## src/rtl/carith_pkg.sv

```systemverilog
// ----------------------------------------------------------------------------
// carith_pkg
// shared widths, operation codes, the pipeline word and arithmetic helpers
// ----------------------------------------------------------------------------
package carith_pkg;

    localparam int FRAC_BITS    = 16;
    localparam int CORDIC_STEPS = 16;
    localparam int DATA_W       = 32;
    localparam int TOL_W        = 17;
    localparam int PROD_W       = 2 * DATA_W;
    localparam int SUM_W        = PROD_W + 1;
    localparam int QUO_W        = DATA_W + 1;
    localparam int DIV_STEPS    = QUO_W;
    localparam int NUM_W        = PROD_W + FRAC_BITS;
    localparam int CMP_W        = PROD_W + DIV_STEPS;
    localparam int CX_W         = DATA_W + 3;
    localparam int CZ_W         = DATA_W + 2;
    localparam int ANG_FRAC     = 30;
    localparam int N_CELLS      = (DIV_STEPS > CORDIC_STEPS) ? DIV_STEPS : CORDIC_STEPS;
    localparam int IDX_W        = $clog2(N_CELLS);

    localparam logic [TOL_W-1:0]        TOL_RESET = TOL_W'(66);
    localparam logic signed [CZ_W-1:0]  HALF_PI   = CZ_W'(64'sd1686629713);
    localparam logic [ANG_FRAC-1:0]     INV_GAIN  = ANG_FRAC'(64'd652032874);
    localparam logic [DATA_W-1:0]       S_MAX     = {1'b0, {(DATA_W-1){1'b1}}};
    localparam logic [DATA_W-1:0]       S_MIN     = {1'b1, {(DATA_W-1){1'b0}}};
    localparam logic [PROD_W-1:0]       MAG_NEG_MAX = PROD_W'(1) << (DATA_W - 1);
    localparam logic [PROD_W-1:0]       MAG_POS_MAX = MAG_NEG_MAX - PROD_W'(1);

    typedef enum logic [3:0] {
        FN_ADD     = 4'd0,
        FN_SUB     = 4'd1,
        FN_MUL     = 4'd2,
        FN_DIV     = 4'd3,
        FN_CONJ    = 4'd4,
        FN_MODSQ   = 4'd5,
        FN_MODULUS = 4'd6,
        FN_PHASE   = 4'd7,
        FN_ROUND   = 4'd8,
        FN_EQUAL   = 4'd9
    } func_t;

    typedef enum logic [1:0] {
        ST_OK   = 2'd0,
        ST_SAT  = 2'd1,
        ST_DIVZ = 2'd2
    } status_t;

    // word handed from cell to cell
    typedef struct packed {
        func_t                     func;
        logic [PROD_W-1:0]         den;
        logic                      divz;
        logic                      neg_re;
        logic                      neg_im;
        logic                      ovf_re;
        logic                      ovf_im;
        logic [NUM_W-1:0]          rem_re;
        logic [NUM_W-1:0]          rem_im;
        logic [QUO_W-1:0]          q_re;
        logic [QUO_W-1:0]          q_im;
        logic [DATA_W-1:0]         res_re;
        logic [DATA_W-1:0]         res_im;
        logic                      eq;
        logic                      sat;
        logic signed [CX_W-1:0]    cx;
        logic signed [CX_W-1:0]    cy;
        logic signed [CZ_W-1:0]    cz;
        logic                      czero;
    } cell_word_t;

    // arctan(2^-i) in Q30
    function automatic logic signed [CZ_W-1:0] atan_q30(input logic [IDX_W-1:0] i);
        logic [31:0] a;
        case (int'(i))
            0:  a = 32'h3243F6A8;
            1:  a = 32'h1DAC6705;
            2:  a = 32'h0FADBAFC;
            3:  a = 32'h07F56EA6;
            4:  a = 32'h03FEAB76;
            5:  a = 32'h01FFD55B;
            6:  a = 32'h00FFFAAA;
            7:  a = 32'h007FFF55;
            8:  a = 32'h003FFFEA;
            9:  a = 32'h001FFFFD;
            10: a = 32'h000FFFFF;
            11: a = 32'h0007FFFF;
            12: a = 32'h0003FFFF;
            13: a = 32'h0001FFFF;
            14: a = 32'h0000FFFF;
            15: a = 32'h00007FFF;
            16: a = 32'h00003FFF;
            17: a = 32'h00001FFF;
            18: a = 32'h00000FFF;
            19: a = 32'h000007FF;
            20: a = 32'h000003FF;
            21: a = 32'h000001FF;
            22: a = 32'h000000FF;
            23: a = 32'h0000007F;
            24: a = 32'h0000003F;
            25: a = 32'h0000001F;
            26: a = 32'h0000000F;
            27: a = 32'h00000007;
            28: a = 32'h00000003;
            29: a = 32'h00000001;
            default: a = 32'h0;
        endcase
        return signed'(CZ_W'(a));
    endfunction

    // wide signed value out of the 32-bit range
    function automatic logic wide_ovf(input logic [CX_W-1:0] v);
        return !((&v[CX_W-1:DATA_W-1]) || !(|v[CX_W-1:DATA_W-1]));
    endfunction

    function automatic logic [DATA_W-1:0] wide_sat(input logic [CX_W-1:0] v);
        if (wide_ovf(v))
            return v[CX_W-1] ? S_MIN : S_MAX;
        return v[DATA_W-1:0];
    endfunction

    // sign and magnitude to 32-bit signed
    function automatic logic mag_ovf(input logic neg, input logic [PROD_W-1:0] mag);
        return neg ? (mag > MAG_NEG_MAX) : (mag > MAG_POS_MAX);
    endfunction

    function automatic logic [DATA_W-1:0] mag_val(input logic neg,
                                                  input logic [PROD_W-1:0] mag);
        if (mag_ovf(neg, mag))
            return neg ? S_MIN : S_MAX;
        return neg ? DATA_W'(-mag) : DATA_W'(mag);
    endfunction

    // snap one component to an integer when inside the tolerance
    function automatic logic [CX_W-1:0] snap_raw(input logic [DATA_W-1:0] v,
                                                 input logic [TOL_W-1:0] tol);
        logic [DATA_W-1:0] f;
        logic [DATA_W-1:0] fl;
        logic [DATA_W-1:0] one_minus;
        logic [CX_W-1:0]   fl_w;
        f         = DATA_W'(v[FRAC_BITS-1:0]);
        fl        = v - f;
        one_minus = (DATA_W'(1) << FRAC_BITS) - f;
        fl_w      = CX_W'(signed'(fl));
        if (f < DATA_W'(tol))
            return fl_w;
        if (f != '0 && one_minus < DATA_W'(tol))
            return fl_w + (CX_W'(1) << FRAC_BITS);
        return CX_W'(signed'(v));
    endfunction

endpackage

```

## src/rtl/carith_back.sv

```systemverilog
// ----------------------------------------------------------------------------
// carith_back
// result formatting: quotient signs, phase rounding, modulus gain, output word
// ----------------------------------------------------------------------------
module carith_back import carith_pkg::*; (
    input  logic               clk,
    input  logic               rst_n,
    input  logic               in_valid,
    output logic               in_ready,
    input  cell_word_t         in_word,
    output logic               out_valid,
    input  logic               out_ready,
    output logic [DATA_W-1:0]  res_re,
    output logic [DATA_W-1:0]  res_im,
    output logic               is_equal,
    output status_t            status
);

    localparam int MOD_W = CX_W - 1 + ANG_FRAC;

    logic               va_reg, vb_reg, rdyb;
    logic [DATA_W-1:0]  rea_reg, ima_reg, rea_next, ima_next;
    logic               eqa_reg, moda_reg, moda_next;
    status_t            sta_reg, sta_next;
    logic [MOD_W-1:0]   proda_reg, proda_next;
    logic [CX_W-2:0]    xpos;
    logic [CX_W-1:0]    ph;
    logic [PROD_W-1:0]  qre, qim;
    logic               ore, oim;

    logic [DATA_W-1:0]  reb_reg, imb_reg, reb_next;
    logic               eqb_reg;
    status_t            stb_reg, stb_next;
    logic [MOD_W-ANG_FRAC-1:0] mag;

    assign rdyb     = !vb_reg || out_ready;
    assign in_ready = !va_reg || rdyb;

    always_comb begin
        xpos       = in_word.cx[CX_W-1] ? '0 : in_word.cx[CX_W-2:0];
        proda_next = MOD_W'(xpos) * MOD_W'(INV_GAIN);

        ph = (CX_W'(in_word.cz) + (CX_W'(1) << (ANG_FRAC - 1 - FRAC_BITS)))
             >>> (ANG_FRAC - FRAC_BITS);
        ph = signed'(ph);

        qre = PROD_W'(in_word.q_re);
        qim = PROD_W'(in_word.q_im);
        ore = in_word.ovf_re || mag_ovf(in_word.neg_re, qre);
        oim = in_word.ovf_im || mag_ovf(in_word.neg_im, qim);

        rea_next  = '0;
        ima_next  = '0;
        moda_next = 1'b0;
        sta_next  = ST_OK;
        case (in_word.func)
            FN_DIV:
            begin
                if (in_word.divz)
                    sta_next = ST_DIVZ;
                else
                begin
                    rea_next = in_word.ovf_re ? (in_word.neg_re ? S_MIN : S_MAX)
                                              : mag_val(in_word.neg_re, qre);
                    ima_next = in_word.ovf_im ? (in_word.neg_im ? S_MIN : S_MAX)
                                              : mag_val(in_word.neg_im, qim);
                    sta_next = (ore || oim) ? ST_SAT : ST_OK;
                end
            end
            FN_MODULUS: moda_next = !in_word.czero;
            FN_PHASE:
            begin
                if (!in_word.czero)
                begin
                    rea_next = wide_sat(ph);
                    sta_next = wide_ovf(ph) ? ST_SAT : ST_OK;
                end
            end
            default:
            begin
                rea_next = in_word.res_re;
                ima_next = in_word.res_im;
                sta_next = in_word.sat ? ST_SAT : ST_OK;
            end
        endcase
    end

    always_comb begin
        mag = proda_reg[MOD_W-1:ANG_FRAC];
        if (moda_reg)
        begin
            reb_next = mag_val(1'b0, PROD_W'(mag));
            stb_next = mag_ovf(1'b0, PROD_W'(mag)) ? ST_SAT : ST_OK;
        end
        else
        begin
            reb_next = rea_reg;
            stb_next = sta_reg;
        end
    end

    always_ff @(posedge clk or negedge rst_n) begin
        if (!rst_n)
        begin
            va_reg <= 1'b0;
            vb_reg <= 1'b0;
        end
        else
        begin
            if (in_ready) va_reg <= in_valid;
            if (rdyb)     vb_reg <= va_reg;
        end
    end

    always_ff @(posedge clk) begin
        if (in_ready && in_valid)
        begin
            rea_reg   <= rea_next;
            ima_reg   <= ima_next;
            eqa_reg   <= in_word.eq;
            moda_reg  <= moda_next;
            sta_reg   <= sta_next;
            proda_reg <= proda_next;
        end
        if (rdyb && va_reg)
        begin
            reb_reg <= reb_next;
            imb_reg <= ima_reg;
            eqb_reg <= eqa_reg;
            stb_reg <= stb_next;
        end
    end

    assign out_valid = vb_reg;
    assign res_re    = reb_reg;
    assign res_im    = imb_reg;
    assign is_equal  = eqb_reg;
    assign status    = stb_reg;

endmodule
```

## config.mk

```make
export PLATFORM = sky130hd
export DESIGN_NAME = carith_back
export DESIGN_NICKNAME = d
export VERILOG_FILES = /design/src/rtl/carith_pkg.sv /design/src/rtl/carith_back.sv
export SDC_FILE = /design/constraint.sdc
export NUM_CORES = 2
export LEC_CHECK = 0
export BUFFER_PORTS_ARGS = -buffer_cell sky130_fd_sc_hd__buf_2
export CAP_MARGIN = 20
export CORE_MARGIN = 5
export CORE_UTILIZATION = 59
export CTS_BUF_LIST = sky130_fd_sc_hd__clkbuf_8
export CTS_CLUSTER_SIZE = 10
export DETAILED_ROUTE_END_ITERATION = 10
export PLACE_DENSITY = 0.84
export SYNTH_ARGS = -nofsm -noshare
export SYNTH_HDL_FRONTEND = slang
export SYNTH_SLANG_ARGS = --single-unit
```

## constraint.sdc

```tcl
create_clock -name clk -period 4.56 [get_ports clk]
set_input_delay 1.368 -clock clk [delete_from_list [all_inputs] [get_ports clk]]
set_output_delay 1.368 -clock clk [all_outputs]
set_load 0.01 [all_outputs]
```

# Word level (Yosys, flattened, before mapping)
# Cells that the tools add are included.
dict set report word_totals {
  register_bits 200
  output_inout_bits 69
}
dict set report op_classes {
  mux 38
  n_eq_ne 3
  n_lt_le_gt_ge 5
  n_reduce_logical 11
  n_mul 1
  add_sub_neg 3
}
# operator count
set ops {}
lappend ops {{32-bit 2-to-1 mux} 17}
lappend ops {{32-bit one-hot mux with 3 select lines} 1}
lappend ops {{33-bit by 31-bit greater-than comparator with 1-bit output (second input constant)} 2}
lappend ops {{33-bit by 32-bit greater-than comparator with 1-bit output (second input constant)} 2}
lappend ops {{32-bit negation} 2}
lappend ops {{32-bit one-hot mux with 2 select lines} 1}
lappend ops {{34-bit by 29-bit multiplier with 63-bit output (second input constant)} 1}
lappend ops {{34-bit by 15-bit adder with 35-bit output (second input constant)} 1}
lappend ops {{34-bit by 31-bit greater-than comparator with 1-bit output (second input constant)} 1}
lappend ops {{34-bit 2-to-1 mux} 1}
lappend ops {{1-bit 2-to-1 mux} 15}
lappend ops {{4-bit by 3-bit == test with 1-bit output (second input constant)} 2}
lappend ops {{1-bit logical OR} 5}
lappend ops {{4-bit by 2-bit == test with 1-bit output (second input constant)} 1}
lappend ops {{2-bit 2-to-1 mux} 2}
lappend ops {{2-bit one-hot mux with 2 select lines} 1}
lappend ops {{1-bit zero test} 3}
lappend ops {{1-bit logical AND} 2}
lappend ops {{2-bit OR reduction} 1}

# Logic depth before layout (Yosys ltp)
dict set report logic_depth {
  depth_word 9
  mapped_depth 30
  ltp_nobuf 26
}

# Worst setup path before layout
# No wires, ideal clock.
dict set report synth_timing {
  path_kind {input to register}
  start {in in_word[104] (netlist name)}
  end {reg proda_reg[54], data pin}
  stages 27
  slack_ns -4.455
  arrival_time_ns 8.750
  n_path_buf 3
  setup_ns 0.265
  t_required_ns 4.295
  cell_sequence {clkbuf_1 > clkbuf_1 > clkbuf_1 > nand2b_1 > inv_1 > ha_1 > fa_1 > inv_1 > fa_1 > fa_1 > inv_1 > fa_1 > fa_1 > fa_1 > inv_1 > fa_1 > inv_1 > ha_1 > nand4_1 > nor3_1 > nand2_1 > o211ai_1 > a31oi_1 > o31ai_1 > a21oi_1 > o21ai_0 > xor2_1}
}
dict set report synth_via {
  elab_chain_len 2
}
# item line
set synth_rtl {}
lappend synth_rtl {{from (decl)} carith_back.sv:10} ;# input cell_word_t in_word,
lappend synth_rtl {{34-bit 2-to-1 mux} carith_back.sv:40} ;# xpos = in_word.cx[CX_W-1] ? '0 : in_word.cx[CX_W-2:0];
lappend synth_rtl {{34-bit by 29-bit multiplier with 63-bit output} carith_back.sv:41} ;# proda_next = MOD_W'(xpos) * MOD_W'(INV_GAIN);
lappend synth_rtl {{via proda_next[54]} carith_back.sv:25} ;# logic [MOD_W-1:0] proda_reg, proda_next;
lappend synth_rtl {{to (signal assigned)} carith_back.sv:123} ;# proda_reg <= proda_next;
lappend synth_rtl {{to (decl)} carith_back.sv:25}
# The timed path passes the listed nets, and every way through them passes these cells.
# A chain may end at the register's enable or synchronous reset.

# Worst setup path after layout
dict set report layout_timing {
  start {in in_word[104] (netlist name)}
  end {reg proda_reg[56], data pin}
}
# The elaborated chain is that of the path after synthesis.

==> impl_metrics.ini <==
[clock_tree]
cts_tree = yes
cts_buffers = 17
cts_max_path_buffers = 2
hold_buffers = 0
cts.sinks = 171
clk_latency_ns = 0.49
ctsHtreeMaxLevel = 4
cts.clk_slew.worst_paths_ns = 0.11
cts_root_buf = clkbuf_8

[placed_design]
dp.cells = 3944
gp_congestion = 1.046
dpl.hpwl_microns = 79270
io_buffers = 270
post-place-ws_ns = -4.151
place_area_sq_mm = 0.03379

[synthesis]
synth_compound_area_share_pct = 9.339
synth.top_cells.by_count = inv_1, fa_1, ha_1
synth_top_cell_area_share_pct = 34.08
synth_top_area_cell = fa_1
syn-num-nets = 4041
synth_most_common_cell = inv_1
yosys.area_share.adder_pct = 50.14
syn_avg_cell_area_sq_um = 10.32
synth_area_sq_mm = 0.02814
synth_top_family_by_area = adder cells
synth_edf_count = 169
synth_xor_area_share_pct = 4.109
synth_cell_types = 67
yosys_warnings = 0
synth_cells = 2727
synth-simple-area-share_pct = 7.204
async_flop_share_pct = 1.170
seq_area_frac_synth_pct = 18.21
yosys_register_bits = 171
synth.area.mux_share_pct = 0.03558
synth_ff_type = edfxtp_1
synthTopCellsByArea = fa_1, edfxtp_1, ha_1, inv_1, xor2_1

[drt]
route.detailed.drc = 0
wl_microns = 93170
vias = 22770
ant_nets = 0
initialDrtViolationCount = 1840
routed_via_density = 5.626
first_pass_iters = 10
wl_per_cell_microns = 23.02

[worst_setup_path]
path_class = input pin to flop
required_ns = 4.78
crit_top_cell = fa_1
crit_path_top_delay_cell = fa_2
cpLargestDelayFamily = adder cells
cp_num_buf_inv = 6
max_stage_delay_ns = 0.59
critPathMaxFanout = 8
cp-start-kind = input pin
worstPathArrival_ns = 8.09
critical_path.endpoint_type = flop

[floorplanning]
dieArea_sq_mm = 0.05216
core_area_sq_mm = 0.04745
ios = 543
initial_utilization_pct = 59.30
dieWidth_microns = 228.4
placementRows = 80
die_h_microns = 228.4

[run_status]
violations = setup timing
status = complete, but fails checks

[timing]
skew_ns = 0.02344
min_period_over_period_pct = 172.6
maxSlewHeadroom_pct = 49.22
rsz0062_at_grt = true
hold_viol = 0
fmax_ghz = 0.1270
fin_crit_ns = 7.872
setup_viol = 34
worstMarginPinSlew_ns = 0.7510
finalMaxSlewViolations = 0
setup_ws_ns = -3.312

[global_routing]
grt_use_total_pct = 35.76
antenna_found_initial = 6
grt_max_degree = 54
grt_pass1_vias = 24855
overflow = 0
grt_pass1_wl_microns = 143800

[layout]
drive_gt1_share_pct = 31.65
design_area_sq_mm = 0.03589
nNetsFinal = 4726
utilization_pct = 75.65
largest_register_ffs = 34
area_delta_synth_final_pct = 27.57
fin_cells = 4047

[hold_path]
min_path_type = flop to flop

[flow_run]
drv_cap = 0
==> logic make-up (layout without fill, tap and decap cells) <==
family / Yosys count / count (layout)
fa+ha+maj: 840 / 840
other cells: 0 / 7
xor+xnor: 132 / 132
flops: 171 / 171
buf+inv: 813 / 1511
compound gates: 380 / 380
mux: 1 / 1
simple gates: 390 / 390
==> metrics by stage <==
| stage | hold slack (ns) | TNS [ns] |
|---|---|---|
| floorplan | 0.4003 | -104.90 |
| CTS | 0.4215 | -100.68 |
| global placement | 0.4004 | -128.70 |
| detailed placement | 0.4066 | -131.54 |
| global route | 0.4247 | -109.16 |
| finish | 0.4178 | -103.67 |
==> cell usage in the layout (no fill, tap or decap), types with 11 or more instances in the layout <==
cell type / synthesis / routed
edfxtp_1: 169 / 169
nand3_1: 21 / 19
o22a_1: 42 / 42
ha_4: 0 / 49
fa_1: 479 / 439
xor2_1: 74 / 72
buf_4: 2 / 418
fa_2: 0 / 40
a21o_1: 24 / 24
nand2b_4: 0 / 15
nand2_1: 118 / 109
a21oi_1: 102 / 74
nand4_1: 40 / 40
a21oi_2: 0 / 20
buf_2: 2 / 269
buf_6: 3 / 37
nor2_1: 54 / 45
nor2b_1: 32 / 19
nor4_1: 14 / 11
o31ai_1: 20 / 19
inv_1: 743 / 688
a22o_1: 32 / 32
nand2b_1: 34 / 17
xnor2_1: 58 / 52
o21ai_0: 62 / 39
o21ai_2: 0 / 13
clkbuf_8: 0 / 17
ha_1: 361 / 303
a221o_1: 20 / 20
and2_1: 17 / 12
o21a_1: 11 / 11
inv_2: 0 / 42
==> final cells by class <==
class                           count  area, sq um
Antenna cell                        7        17.52
Inverter                          743         2831
Clock inverter                     15        141.4
Multi-Input combinational cell   1743        21620
Clock buffer                       17        234.0
Tap cell                          615        769.5
Fill cell                        3173        11550
Sequential cell                   171         5125
Timing Repair Buffer              736         5151
==> routing by layer <==
metal	global-route usage [%]	wire (microns)	share of wire [%]	up-vias
met5	0	0	0	-
met4	15.77	5544	6.0	0
met3	4.832	5326	5.7	286
met2	61.22	46080	49	934
met1	45.85	36220	39	11415
li1	-	-	-	10135
==> worst paths after layout <==
path | cells past startpoint | slack, ns | end | startpoint
hold reg to reg | 0 | 0.42 | res_im[30] | ima_reg[30]
setup / recovery | 25 | -3.31 | proda_reg[56] | in_word[104]
hold / removal | 0 | 0.42 | res_im[30] | ima_reg[30]
max in group asynchronous | 1 | 3.83 | out_valid | rst_n
setup reg to reg | 3 | 2.22 | res_re[28] | moda_reg
min in group asynchronous | 1 | 0.64 | va_reg | rst_n
==> worst reg2reg max path, cell delays in order (launching register included) <==
cell and delay, ns:
edfxtp_1 0.33, buf_4 0.36, or4b_2 1.02, o22a_1 0.37
==> what timing repair did <==
item,CTS,global route
gates cloned,1,0
gates resized for setup,174,107
pin swaps,132,93
buffers inserted,52,22
endpoints found under the hold margin,0,0
endpoints found under the setup margin,34,34
Power is left out: the tool's default activity adds up to more than one toggle a clock period on the data nets, which glitch-free logic cannot reach.
